[src/rtl/core/bba_pkg.sv]
// Shared types and constants for the buddy block allocator.
// No dependencies; imported by the top level.
package bba_pkg;

  localparam int NUM_BLOCKS = 64;
  localparam int LOG_LEAVES = $clog2(NUM_BLOCKS + 1) - 1;
  localparam int LEAVES     = 1 << LOG_LEAVES;
  localparam int NODES      = 2 * LEAVES - 1;
  localparam int RAM_DEPTH  = 2 * LEAVES;
  localparam int NODE_W     = LOG_LEAVES + 1;
  localparam int LVL_W      = $clog2(LOG_LEAVES + 1);
  localparam int K_W        = LOG_LEAVES + 1;
  localparam int BS_W       = 17;
  localparam int OFF_W      = 26;
  localparam int REQ_W      = 26;
  localparam int SPAN_W     = BS_W + LOG_LEAVES;
  localparam int WIDE_W     = ((SPAN_W > OFF_W) ? SPAN_W : OFF_W) + 1;
  localparam int PROD_W     = K_W + BS_W;
  localparam int BS_MAX     = 65536;
  localparam int BS_RESET   = 4096;

  localparam logic CMD_ALLOC   = 1'b0;
  localparam logic CMD_RELEASE = 1'b1;

  typedef enum logic [1:0] {
    NS_FREE  = 2'd0,
    NS_SPLIT = 2'd1,
    NS_ALLOC = 2'd2
  } node_t;

  typedef enum logic [1:0] {
    ST_OK     = 2'd0,
    ST_NOFIT  = 2'd1,
    ST_BADOFF = 2'd2
  } status_t;

  typedef enum logic [3:0] {
    S_CLEAR,
    S_IDLE,
    S_SIZE,
    S_A_RD,
    S_A_CHK,
    S_A_MARK,
    S_A_MUL,
    S_R_RD,
    S_R_CHK,
    S_R_FREE,
    S_M_RD,
    S_M_CHK,
    S_DONE
  } state_t;

endpackage

[src/rtl/core/bba_ram.sv]
// Generic simple dual-port RAM: one write port, one registered read port.
// No dependencies.
module bba_ram #(
  parameter int WIDTH = 2,
  parameter int DEPTH = 128
) (
  input  logic                     clk,
  input  logic                     we,
  input  logic [$clog2(DEPTH)-1:0] waddr,
  input  logic [WIDTH-1:0]         wdata,
  input  logic [$clog2(DEPTH)-1:0] raddr,
  output logic [WIDTH-1:0]         rdata
);

  logic [WIDTH-1:0] mem [DEPTH];

  always_ff @(posedge clk) begin
    if (we) begin
      mem[waddr] <= wdata;
    end
    rdata <= mem[raddr];
  end

endmodule

[src/rtl/core/buddy_block_allocator.sv]
// Buddy block allocator; node states live in one 2-bit RAM, one access per cycle.
// Allocate: a size search, then a RAM read and check per tree level probed
//   (restart from the root after each blocked candidate), mark writes up to the root, a multiply.
// Release: a read and check per level walked, a free write, a buddy read and check per merge.
// One transaction at a time.
// Reset (rst, synchronous): a clearing pass writes every node free.
module buddy_block_allocator
  import bba_pkg::*;
(
  input  logic              clk,
  input  logic              rst,
  input  logic              cfg_we,
  input  logic [BS_W-1:0]   cfg_wdata,
  input  logic              in_valid,
  output logic              in_stall,
  input  logic              cmd,
  input  logic [REQ_W-1:0]  request_bytes,
  input  logic [OFF_W-1:0]  release_offset,
  output logic              out_valid,
  input  logic              out_stall,
  output logic [1:0]        status,
  output logic [OFF_W-1:0]  block_offset
);

  state_t state, state_next;

  logic [BS_W-1:0]   min_block_bytes;
  logic [BS_W-1:0]   bs_eff;
  logic [NODE_W-1:0] clr_addr, clr_addr_next;
  logic [REQ_W-1:0]  req, req_next;
  logic [OFF_W-1:0]  off, off_next;
  logic [LVL_W-1:0]  lvl_d, lvl_d_next;
  logic [LVL_W-1:0]  exp_e, exp_e_next;
  logic [LVL_W-1:0]  cur_j, cur_j_next;
  logic [K_W-1:0]    cand_k, cand_k_next;
  logic [NODE_W-1:0] node, node_next;
  logic              mark_first, mark_first_next;
  logic [WIDE_W-1:0] start, start_next;
  logic [WIDE_W-1:0] span, span_next;
  logic [1:0]        res_status, res_status_next;
  logic [OFF_W-1:0]  res_offset, res_offset_next;

  // RAM port
  logic              we;
  logic [NODE_W-1:0] waddr, raddr;
  logic [1:0]        wdata, rdata;

  // Helpers
  logic [WIDE_W-1:0] span0, size_cap, half, mid;
  logic [LVL_W-1:0]  shamt;
  logic [K_W-1:0]    path_pre, k_limit, k_skip, k_inc;
  logic [NODE_W-1:0] path_node, target_node, parent, sibling;
  logic [K_W-1:0]    leaf_idx;
  logic [PROD_W-1:0] prod;

  // Clamp block size: zero reads as one byte, large values saturate.
  always_comb begin
    if (min_block_bytes == '0) begin
      bs_eff = BS_W'(1);
    end else if (min_block_bytes > BS_W'(BS_MAX)) begin
      bs_eff = BS_W'(BS_MAX);
    end else begin
      bs_eff = min_block_bytes;
    end
  end

  assign span0    = WIDE_W'(bs_eff) << LOG_LEAVES;
  assign size_cap = WIDE_W'(bs_eff) << exp_e;
  assign half     = span >> 1;
  assign mid      = start + half;

  // Node on the root-to-candidate path at depth cur_j.
  assign shamt       = lvl_d - cur_j;
  assign path_pre    = cand_k >> shamt;
  assign path_node   = ((NODE_W'(1) << cur_j) - NODE_W'(1)) + NODE_W'(path_pre);
  assign target_node = ((NODE_W'(1) << lvl_d) - NODE_W'(1)) + NODE_W'(cand_k);
  assign k_limit     = K_W'(1) << lvl_d;
  assign k_skip      = (path_pre + K_W'(1)) << shamt;
  assign k_inc       = cand_k + K_W'(1);

  assign parent  = (node - NODE_W'(1)) >> 1;
  assign sibling = node[0] ? (node + NODE_W'(1)) : (node - NODE_W'(1));

  assign leaf_idx = cand_k << exp_e;
  assign prod     = PROD_W'(leaf_idx) * PROD_W'(bs_eff);

  assign in_stall = (state != S_IDLE);

  bba_ram #(
    .WIDTH (2),
    .DEPTH (RAM_DEPTH)
  ) u_nodes (
    .clk   (clk),
    .we    (we),
    .waddr (waddr),
    .wdata (wdata),
    .raddr (raddr),
    .rdata (rdata)
  );

  always_comb begin
    state_next      = state;
    clr_addr_next   = clr_addr;
    req_next        = req;
    off_next        = off;
    lvl_d_next      = lvl_d;
    exp_e_next      = exp_e;
    cur_j_next      = cur_j;
    cand_k_next     = cand_k;
    node_next       = node;
    mark_first_next = mark_first;
    start_next      = start;
    span_next       = span;
    res_status_next = res_status;
    res_offset_next = res_offset;
    we              = 1'b0;
    waddr           = node;
    wdata           = NS_FREE;
    raddr           = node;

    unique case (state)
      S_CLEAR: begin
        // Sweep every RAM entry to free.
        we            = 1'b1;
        waddr         = clr_addr;
        clr_addr_next = clr_addr + NODE_W'(1);
        if (clr_addr == NODE_W'(RAM_DEPTH - 1)) begin
          state_next = S_IDLE;
        end
      end

      S_IDLE: begin
        if (in_valid) begin
          if (cmd == CMD_ALLOC) begin
            req_next   = request_bytes;
            exp_e_next = '0;
            state_next = S_SIZE;
          end else if (WIDE_W'(release_offset) >= span0) begin
            res_status_next = ST_BADOFF;
            res_offset_next = '0;
            state_next      = S_DONE;
          end else begin
            off_next   = release_offset;
            start_next = '0;
            span_next  = span0;
            node_next  = '0;
            cur_j_next = '0;
            state_next = S_R_RD;
          end
        end
      end

      S_SIZE: begin
        // Find the smallest power-of-two block count that covers the request.
        if (req == '0) begin
          res_status_next = ST_NOFIT;
          res_offset_next = '0;
          state_next      = S_DONE;
        end else if (WIDE_W'(req) <= size_cap) begin
          lvl_d_next  = LVL_W'(LOG_LEAVES) - exp_e;
          cand_k_next = '0;
          cur_j_next  = '0;
          state_next  = S_A_RD;
        end else if (exp_e == LVL_W'(LOG_LEAVES)) begin
          res_status_next = ST_NOFIT;
          res_offset_next = '0;
          state_next      = S_DONE;
        end else begin
          exp_e_next = exp_e + LVL_W'(1);
        end
      end

      S_A_RD: begin
        raddr      = path_node;
        state_next = S_A_CHK;
      end

      S_A_CHK: begin
        if (rdata == NS_FREE) begin
          // Free at the target level, or a free ancestor whose subtree is all free.
          node_next       = target_node;
          mark_first_next = 1'b1;
          state_next      = S_A_MARK;
        end else if (cur_j == lvl_d || rdata == NS_ALLOC) begin
          // Blocked: skip this candidate or the whole allocated subtree.
          cand_k_next = (cur_j == lvl_d) ? k_inc : k_skip;
          cur_j_next  = '0;
          if (((cur_j == lvl_d) ? k_inc : k_skip) >= k_limit) begin
            res_status_next = ST_NOFIT;
            res_offset_next = '0;
            state_next      = S_DONE;
          end else begin
            state_next = S_A_RD;
          end
        end else begin
          cur_j_next = cur_j + LVL_W'(1);
          state_next = S_A_RD;
        end
      end

      S_A_MARK: begin
        // Mark the grant, then split every ancestor up to the root.
        we              = 1'b1;
        waddr           = node;
        wdata           = mark_first ? NS_ALLOC : NS_SPLIT;
        mark_first_next = 1'b0;
        if (node == '0) begin
          state_next = S_A_MUL;
        end else begin
          node_next = parent;
        end
      end

      S_A_MUL: begin
        res_status_next = ST_OK;
        res_offset_next = OFF_W'(prod);
        state_next      = S_DONE;
      end

      S_R_RD: begin
        raddr      = node;
        state_next = S_R_CHK;
      end

      S_R_CHK: begin
        if (rdata == NS_ALLOC) begin
          if (WIDE_W'(off) == start) begin
            state_next = S_R_FREE;
          end else begin
            res_status_next = ST_BADOFF;
            res_offset_next = '0;
            state_next      = S_DONE;
          end
        end else if (rdata == NS_FREE || cur_j == LVL_W'(LOG_LEAVES)) begin
          res_status_next = ST_BADOFF;
          res_offset_next = '0;
          state_next      = S_DONE;
        end else begin
          // Descend toward the offset.
          span_next  = half;
          cur_j_next = cur_j + LVL_W'(1);
          if (WIDE_W'(off) < mid) begin
            node_next = (node << 1) + NODE_W'(1);
          end else begin
            node_next  = (node << 1) + NODE_W'(2);
            start_next = mid;
          end
          state_next = S_R_RD;
        end
      end

      S_R_FREE: begin
        we              = 1'b1;
        waddr           = node;
        wdata           = NS_FREE;
        res_status_next = ST_OK;
        res_offset_next = off;
        state_next      = (node == '0) ? S_DONE : S_M_RD;
      end

      S_M_RD: begin
        raddr      = sibling;
        state_next = S_M_CHK;
      end

      S_M_CHK: begin
        // Merge with the buddy while both halves are free.
        if (rdata == NS_FREE) begin
          we         = 1'b1;
          waddr      = parent;
          wdata      = NS_FREE;
          node_next  = parent;
          state_next = (parent == '0) ? S_DONE : S_M_RD;
        end else begin
          state_next = S_DONE;
        end
      end

      S_DONE: begin
        // Hold until the output register is free.
        if (!out_valid || !out_stall) begin
          state_next = S_IDLE;
        end
      end

      default: begin
        state_next = S_IDLE;
      end
    endcase
  end

  always_ff @(posedge clk) begin
    if (rst) begin
      state           <= S_CLEAR;
      clr_addr        <= '0;
      out_valid       <= 1'b0;
      min_block_bytes <= BS_W'(BS_RESET);
    end else begin
      state    <= state_next;
      clr_addr <= clr_addr_next;
      if (cfg_we) begin
        min_block_bytes <= cfg_wdata;
      end
      if (state == S_DONE && (!out_valid || !out_stall)) begin
        out_valid <= 1'b1;
      end else if (out_valid && !out_stall) begin
        out_valid <= 1'b0;
      end
    end
  end

  // Datapath registers, no reset needed.
  always_ff @(posedge clk) begin
    req        <= req_next;
    off        <= off_next;
    lvl_d      <= lvl_d_next;
    exp_e      <= exp_e_next;
    cur_j      <= cur_j_next;
    cand_k     <= cand_k_next;
    node       <= node_next;
    mark_first <= mark_first_next;
    start      <= start_next;
    span       <= span_next;
    res_status <= res_status_next;
    res_offset <= res_offset_next;
    if (state == S_DONE && (!out_valid || !out_stall)) begin
      status       <= res_status;
      block_offset <= res_offset;
    end
  end

`ifndef ASSERT_OFF
  a_fail_zero_offset: assert property (@(posedge clk) disable iff (rst)
    out_valid && status != ST_OK |-> block_offset == '0)
    else $error("failed transaction carries a nonzero offset");

  a_clear_after_reset: assert property (@(posedge clk)
    $past(rst) && !rst |-> state == S_CLEAR)
    else $error("reset did not start the clearing pass");

  a_walk_in_tree: assert property (@(posedge clk) disable iff (rst)
    state == S_R_RD |-> node < NODE_W'(NODES))
    else $error("release walk left the node tree");

  a_probe_after_read: assert property (@(posedge clk) disable iff (rst)
    state == S_A_CHK |-> $past(state) == S_A_RD)
    else $error("probe check without a preceding RAM read");
`endif

endmodule
[config.mk]
export PLATFORM = sky130hd
export DESIGN_NAME = buddy_block_allocator
export DESIGN_NICKNAME = d
export VERILOG_FILES = /design/src/rtl/core/bba_pkg.sv /design/src/rtl/core/bba_ram.sv /design/src/rtl/core/buddy_block_allocator.sv
export SDC_FILE = /design/constraint.sdc
export NUM_CORES = 1
export LEC_CHECK = 0
export ABC_AREA = 1
export BUFFER_PORTS_ARGS = -buffer_cell sky130_fd_sc_hd__buf_2
export CAP_MARGIN = 10
export CORE_ASPECT_RATIO = 0.7
export CORE_MARGIN = 4
export CORE_UTILIZATION = 55
export CTS_CLUSTER_SIZE = 30
export DETAILED_ROUTE_END_ITERATION = 10
export HOLD_SLACK_MARGIN = 0.1
export PLACE_DENSITY = 0.83
export SYNTH_ARGS = -nofsm -noshare
export SYNTH_HDL_FRONTEND = slang
export SYNTH_SLANG_ARGS = --single-unit
[constraint.sdc]
create_clock -name clk -period 15.6 [get_ports clk]
set_input_delay 2.34 -clock clk [delete_from_list [all_inputs] [get_ports clk]]
set_output_delay 2.34 -clock clk [all_outputs]
set_load 0.05 [all_outputs]
==> impl_metrics.env, run 1 <==
export IMPL_finalMaxSlewViolations=0
export IMPL_fin_util_pct=60.8
export IMPL_ys_warn_count=0
export IMPL_grt_pass1_wl_um=127000
export IMPL_async_flop_share_pct=0
export IMPL_yosys_register_bits=468
export IMPL_cp_max_fo=27
export IMPL_ir_worst_vdd_uv=83.0
export IMPL_dieArea_um2=58500
export IMPL_numCtsBuffers=46
export IMPL_die_h_um=203
export IMPL_holdPathStages=0
export IMPL_worst_slack_ns=8.19
export IMPL_worstSetupPathType="flop to flop"
export IMPL_post_cts_resized=0
export IMPL_cap_viol_max_count=0
export IMPL_grt_pass1_vias=22800
export IMPL_die_w_um=287
export IMPL_area_growth_pct=9.08
export IMPL_start_util_pct=55.8
export IMPL_final_nets=3853
export IMPL_status="finished, final reports clean"
export IMPL_max_slew_margin_pct=18.9
export IMPL_synth_ff_type="edfxtp_1"
export IMPL_report_final_hold_viol_count=0
export IMPL_port_buffers=104
export IMPL_final_cells=4291
export IMPL_ys_seq_area_share_pct=45.8
export IMPL_setup_viol=0
export IMPL_static_leakage_power_nw=14.3
export IMPL_hp_class="flop to flop"
export IMPL_syn_nets=3808
export IMPL_coreArea_um2=53800
export IMPL_ctsHoldBuffers=0
export IMPL_drtIter0Drc=3329
export IMPL_htreeDepth=2
export IMPL_antenna_found_initial=9
export IMPL_clock_sinks=468
export IMPL_drtPass1Iterations=6
export IMPL_period_minus_slack_ns=7.41
export IMPL_wl_per_cell_um=19.1
export IMPL_ant_nets=0
export IMPL_grt_overflow=0
export IMPL_gp_congestion=0.982
export IMPL_cts_tree="yes"
export IMPL_tightest_slew_ns=1.21
export IMPL_fmax_mhz=135
export IMPL_r2r_setup_slack_ns=8.19
export IMPL_synthCells=3477
export IMPL_multiInputGateArea_um2=13900
export IMPL_fillers=4518
export IMPL_grt_setup_unrepaired="false"
export IMPL_final_seq_area_um2=13700
export IMPL_clock_latency_ns=0.62
export IMPL_whs_endpoint="block_offset[2]"
export IMPL_synth_edf_count=437
export IMPL_postSynthAreaPerCell_um2=8.64
export IMPL_r2r_end="res_offset[17]"
export IMPL_yosys_cell_types_count=57
export IMPL_grt_use_total_pct=27.6
export IMPL_required_ns=15.95
export IMPL_syn_area_um2=30000
export IMPL_period_share_pct=47.5
export IMPL_vias=24900
export IMPL_grt_max_degree=96
export IMPL_power_density_nw_per_um2=100
export IMPL_finalWirelength_um=82100
export IMPL_via_per_inst=5.81
export IMPL_clk_pin_slew_ns=0.07
export IMPL_tns_ns=0
export IMPL_io_pin_count=105
export IMPL_critPathArrivalTime_ns=7.76
export IMPL_rr_startpoint="exp_e[2]"
export IMPL_cts_root_buf="clkbuf_16"
export IMPL_cts_setup_buffers=0
export IMPL_hold_start="res_offset[2]"
export IMPL_reg2reg_depth=23
export IMPL_clockBufferDepth=3
export IMPL_setup_worst_path_start_class="flop"
export IMPL_hpwl_um=57800
export IMPL_drive_above_1_share_pct=7.50
export IMPL_skew_ns=0.0269
export IMPL_placementRows=71
export IMPL_place_ws_ns=8.38
export IMPL_end_kind="flop"
export IMPL_drcViolationCount=0
export IMPL_post_place_cells=4202
-- Yosys cell counts (7+ instances only) --
cell type | number | area share (%)
nand2_2 | 11 | 0.23
nor2_2 | 9 | 0.19
nand2_1 | 685 | 8.6
nand4_1 | 111 | 2.3
inv_1 | 484 | 6.1
xnor2_1 | 40 | 1.2
inv_2 | 19 | 0.24
buf_2 | 46 | 0.77
xor2_1 | 35 | 1.0
a21o_1 | 7 | 0.18
clkinv_1 | 9 | 0.11
nor2_1 | 437 | 5.5
o211ai_1 | 42 | 1.1
o21ai_0 | 161 | 2.7
a21oi_1 | 120 | 2.0
nor3_1 | 29 | 0.48
nor4_1 | 15 | 0.31
dfxtp_1 | 31 | 2.1
ha_1 | 178 | 7.4
buf_1 | 9 | 0.11
nand3_1 | 329 | 5.5
o21a_1 | 10 | 0.25
fa_1 | 78 | 5.2
edfxtp_1 | 437 | 44
nand3b_1 | 8 | 0.20
clkbuf_1 | 68 | 0.85
-- metal layers --
layer,track usage [%],part of all wire [%],up-vias
met2,38.7,41,1580
li1,-,-,11700
met5,0,0.050,-
met4,6.61,2.4,6
met1,41.7,42,11500
met3,8.87,15,188
-- final cells by class --
type,count,share of cell area (%)
clock inverter,32,1.17
timing repair buffer,126,2.19
clock buffer,54,3.70
sequential,468,42.0
antenna,1,0.00764
multi-input combinational,2368,42.3
inverter,512,5.87
tap,730,2.79
-- logic make-up after synthesis --
| family | share of synthesized area (%) |
|---|---|
| buf+inv | 8.28 |
| mux | 0.0333 |
| xor+xnor | 2.19 |
| simple gates | 23.9 |
| compound gates | 7.23 |
| flops | 45.8 |
| fa+ha+maj | 12.6 |
-- worst max-delay path by stage --
stage	end	cells past startpoint	start	slack (ns)
CTS	res_offset[17]	23	exp_e[2]	8.36
global route	res_offset[17]	23	exp_e[2]	7.65
detailed placement	res_offset[17]	23	exp_e[2]	8.38
global placement	res_offset[17]	23	exp_e[2]	8.43
floorplan	res_offset[0]	25	lvl_d[0]	9.78
finish	res_offset[17]	23	exp_e[2]	8.19
-- report_power, final --
group | internal (mW) | total, mW | switching (mW)
clock | 0.664 | 1.17 | 0.508
sequential | 1.41 | 1.44 | 0.0327
combinational | 0.199 | 0.674 | 0.475
-- per-stage QoR --
stage | area (um2) | power, mW | hold WS, ns
6_report | 32800 | 3.29 | 0.420
5_1_grt | 32800 | 3.42 | 0.420
4_1_cts | 32700 | 3.28 | 0.414
3_5_place_dp | 31100 | 2.12 | 0.405
3_3_place_gp | 31100 | 2.10 | 0.403
2_1_floorplan | 30000 | 1.92 | 0.400
-- worst max-delay path: stages, from the launching register on --
cell	delay, ns
edfxtp_1	0.86
clkinv_1	0.76
o21ai_1	1.11
inv_1	0.21
nand2_1	0.15
fa_1	0.48
fa_1	0.55
inv_1	0.05
fa_1	0.52
inv_1	0.05
fa_1	0.52
inv_1	0.04
ha_1	0.34
nand2_1	0.11
o21ai_0	0.25
nor2_1	0.12
o21bai_1	0.20
a21oi_1	0.16
o21ai_0	0.28
nand2_1	0.12
nand2_1	0.07
nand2_1	0.04
nand3_1	0.06
nand2_1	0.07
-- placed cells by master (no fill, tap or decap), types with 6 or more instances in the layout --
cell,synthesis,layout
bufinv_16,0,6
nor4_1,15,15
ha_1,178,178
nand2_2,11,11
fa_1,78,78
nand4_1,111,111
o211ai_1,42,42
clkinv_1,9,19
a21oi_1,120,119
inv_1,484,484
nor2_1,437,431
nor3_1,29,27
o21ai_0,161,161
clkbuf_16,0,46
xor2_1,35,35
inv_2,19,19
buf_4,6,20
clkinv_2,0,6
nand2_1,685,685
o21ai_1,6,6
edfxtp_1,437,437
nand3b_1,8,8
or2_2,6,6
buf_2,46,104
nand3_1,329,327
nor2_2,9,13
xnor2_1,40,40
dfxtp_1,31,31
o21a_1,10,10
a21o_1,7,7
-- sequential cells by signal, summed over array words and instances (netlist names) --
register         flops
u_nodes.mem        256
start               27
block_offset        26
off                 26
req                 26
res_offset          26
span                22
min_block_bytes     17
cand_k               7
clr_addr             7
node                 7
state                4
cur_j                3
exp_e                3
lvl_d                3
res_status           2
status               2
u_nodes.rdata        2
mark_first           1
out_valid            1
Note: power is estimated with default switching activity, not from simulation.
==> run 2, diff against run 1 <==
==> constraint.sdc (replaced) <==
create_clock -name clk -period 7.4 [get_ports clk]
set_input_delay 1.11 -clock clk [delete_from_list [all_inputs] [get_ports clk]]
set_output_delay 1.11 -clock clk [all_outputs]
set_load 0.05 [all_outputs]
==> impl_metrics.env, run 2 (synthesized netlist as in run 1, its figures left out) <==
export IMPL_status="finished, final reports clean"
export IMPL_cts_root_buf="clkbuf_16"
export IMPL_place_area_um2=31100
export IMPL_end_kind="flop"
export IMPL_grt_setup_unrepaired="false"
export IMPL_start_util_pct=55.8
export IMPL_critPathArrivalTime_ns=7.20
export IMPL_post_place_cells=4204
export IMPL_path_cells="buf_4, clkinv_1, o21ai_0, inv_1, nor2_1, fa_1, fa_1, fa_1, inv_1, fa_1, inv_1, ha_1, nand2_1, nor4_1, a21oi_1, o21bai_1, nand2_1, nand2_1, a21oi_1, o21ai_0, nand2_1"
export IMPL_top_register="u_nodes.mem"
export IMPL_power_density_nw_per_um2=209
export IMPL_grt_max_degree=103
export IMPL_wl_met1_um=34200
export IMPL_final_cells=4289
export IMPL_die_w_um=287
export IMPL_skew_ns=0.0374
export IMPL_fin_area_um2=32600
export IMPL_multiInputGateArea_um2=13900
export IMPL_drive_above_1_share_pct=7.42
export IMPL_die_h_um=203
export IMPL_clk_pin_slew_ns=0.06
export IMPL_clock_latency_ns=0.62
export IMPL_fmax_mhz=146
export IMPL_final_cell_mix="685 x nand2_1, 484 x inv_1, 437 x edfxtp_1, 431 x nor2_1, 327 x nand3_1"
export IMPL_max_slew_margin_pct=21.4
export IMPL_period_share_pct=92.5
export IMPL_highest_layer="met5"
export IMPL_tightest_slew_ns=1.17
export IMPL_reg_largest_list="u_nodes.mem (256), start (27)"
export IMPL_period_minus_slack_ns=6.84
export IMPL_numCtsBuffers=47
export IMPL_hpwl_um=59000
export IMPL_p_seq_share_pct=44.7
export IMPL_drtPass1Iterations=8
export IMPL_coreArea_um2=53800
export IMPL_wl_per_cell_um=19.3
export IMPL_power_frac_comb_pct=21.0
export IMPL_tns_ns=0
export IMPL_cap_viol_max_count=0
export IMPL_power_switching_mw=2.14
export IMPL_antenna_found_initial=3
export IMPL_clockBufferDepth=3
export IMPL_ant_nets=0
export IMPL_worstSetupPathType="flop to flop"
export IMPL_finalMaxSlewViolations=0
export IMPL_drtIter0Drc=3458
export IMPL_fillers=4506
export IMPL_htreeDepth=2
export IMPL_grt_pass1_wl_um=129000
export IMPL_via_per_inst=5.87
export IMPL_report_final_hold_viol_count=0
export IMPL_hp_class="flop to flop"
export IMPL_clock_sinks=468
export IMPL_drcViolationCount=0
export IMPL_ir_worst_vdd_uv=171
export IMPL_vias=25200
export IMPL_dieArea_um2=58500
export IMPL_ctsHoldBuffers=0
export IMPL_largest_reg_flops=256
export IMPL_cp_max_fo=27
export IMPL_io_pin_count=105
export IMPL_required_ns=7.76
export IMPL_wl_met3_um=12600
export IMPL_final_seq_area_um2=13700
export IMPL_gp_congestion=0.989
export IMPL_grt_pass1_vias=23600
export IMPL_final_nets=3854
export IMPL_r2r_setup_slack_ns=0.56
export IMPL_placementRows=71
export IMPL_post_cts_resized=0
export IMPL_area_growth_pct=8.66
export IMPL_slowest_delay_ns=0.73
export IMPL_finalWirelength_um=82800
export IMPL_total_power_mw=6.81
export IMPL_grt_overflow=0
export IMPL_static_leakage_power_nw=14.2
export IMPL_cts_setup_buffers=0
export IMPL_internal_power_mw=4.67
export IMPL_grt_use_total_pct=28.1
export IMPL_cts_tree="yes"
export IMPL_final_common_cell="nand2_1"
export IMPL_wl_met2_um=33800
export IMPL_crit_path_top_delay_cell="o21ai_0"
export IMPL_switching_share_pct=31.4
export IMPL_port_buffers=104
export IMPL_setup_viol=0
export IMPL_p_clk_share_pct=34.3
export IMPL_setup_worst_path_start_class="flop"
==> run 2: worst paths after layout <==
kind | startpoint | to | cells after the start
max reg2reg | exp_e[2] | res_offset[20] | 21
min | res_offset[0] | block_offset[0] | 0
min reg2reg | res_offset[0] | block_offset[0] | 0
max | exp_e[2] | res_offset[20] | 21
==> run 2: critical path, delay by kind of cell (launching register included) <==
family / cells / cell delay [ns]
simple gates: 6 / 1.13
buf+inv: 5 / 1.36
flops: 1 / 0.33
compound gates: 5 / 1.32
fa+ha+maj: 5 / 2.44
==> run 2: cell type report <==
class / count / area share [%]
tap: 730 / 2.80
clock inverter: 24 / 0.782
inverter: 512 / 5.89
sequential: 468 / 42.1
antenna: 2 / 0.0153
clock buffer: 59 / 3.80
multi-input combinational: 2368 / 42.5
timing repair buffer: 126 / 2.10
==> run 2: layer usage <==
| layer | global-route usage (%) | up-vias |
|---|---|---|
| met4 | 7.83 | 2 |
| met3 | 11.4 | 193 |
| li1 | - | 11700 |
| met5 | 0 | - |
| met2 | 39.7 | 1634 |
| met1 | 40.0 | 11600 |
==> run 2: per-stage QoR <==
step / hold WS (ns) / util (%) / worst slack [ns]
2_1_floorplan: 0.400 / - / 1.58
3_3_place_gp: 0.401 / 57.8 / 0.958
3_5_place_dp: 0.405 / 57.8 / 0.776
4_1_cts: 0.420 / 60.6 / 0.783
5_1_grt: 0.424 / 60.6 / 0.112
6_report: 0.419 / 60.6 / 0.556
==> run 2: power by group through the flow <==
stage | sequential, mW | combinational (mW) | clock, mW
floorplan | 3.06 | 0.988 | 0
global placement | 3.09 | 1.35 | 0
detailed placement | 3.09 | 1.38 | 0
CTS | 3.04 | 1.39 | 2.36
global route | 3.04 | 1.58 | 2.48
finish | 3.04 | 1.43 | 2.33
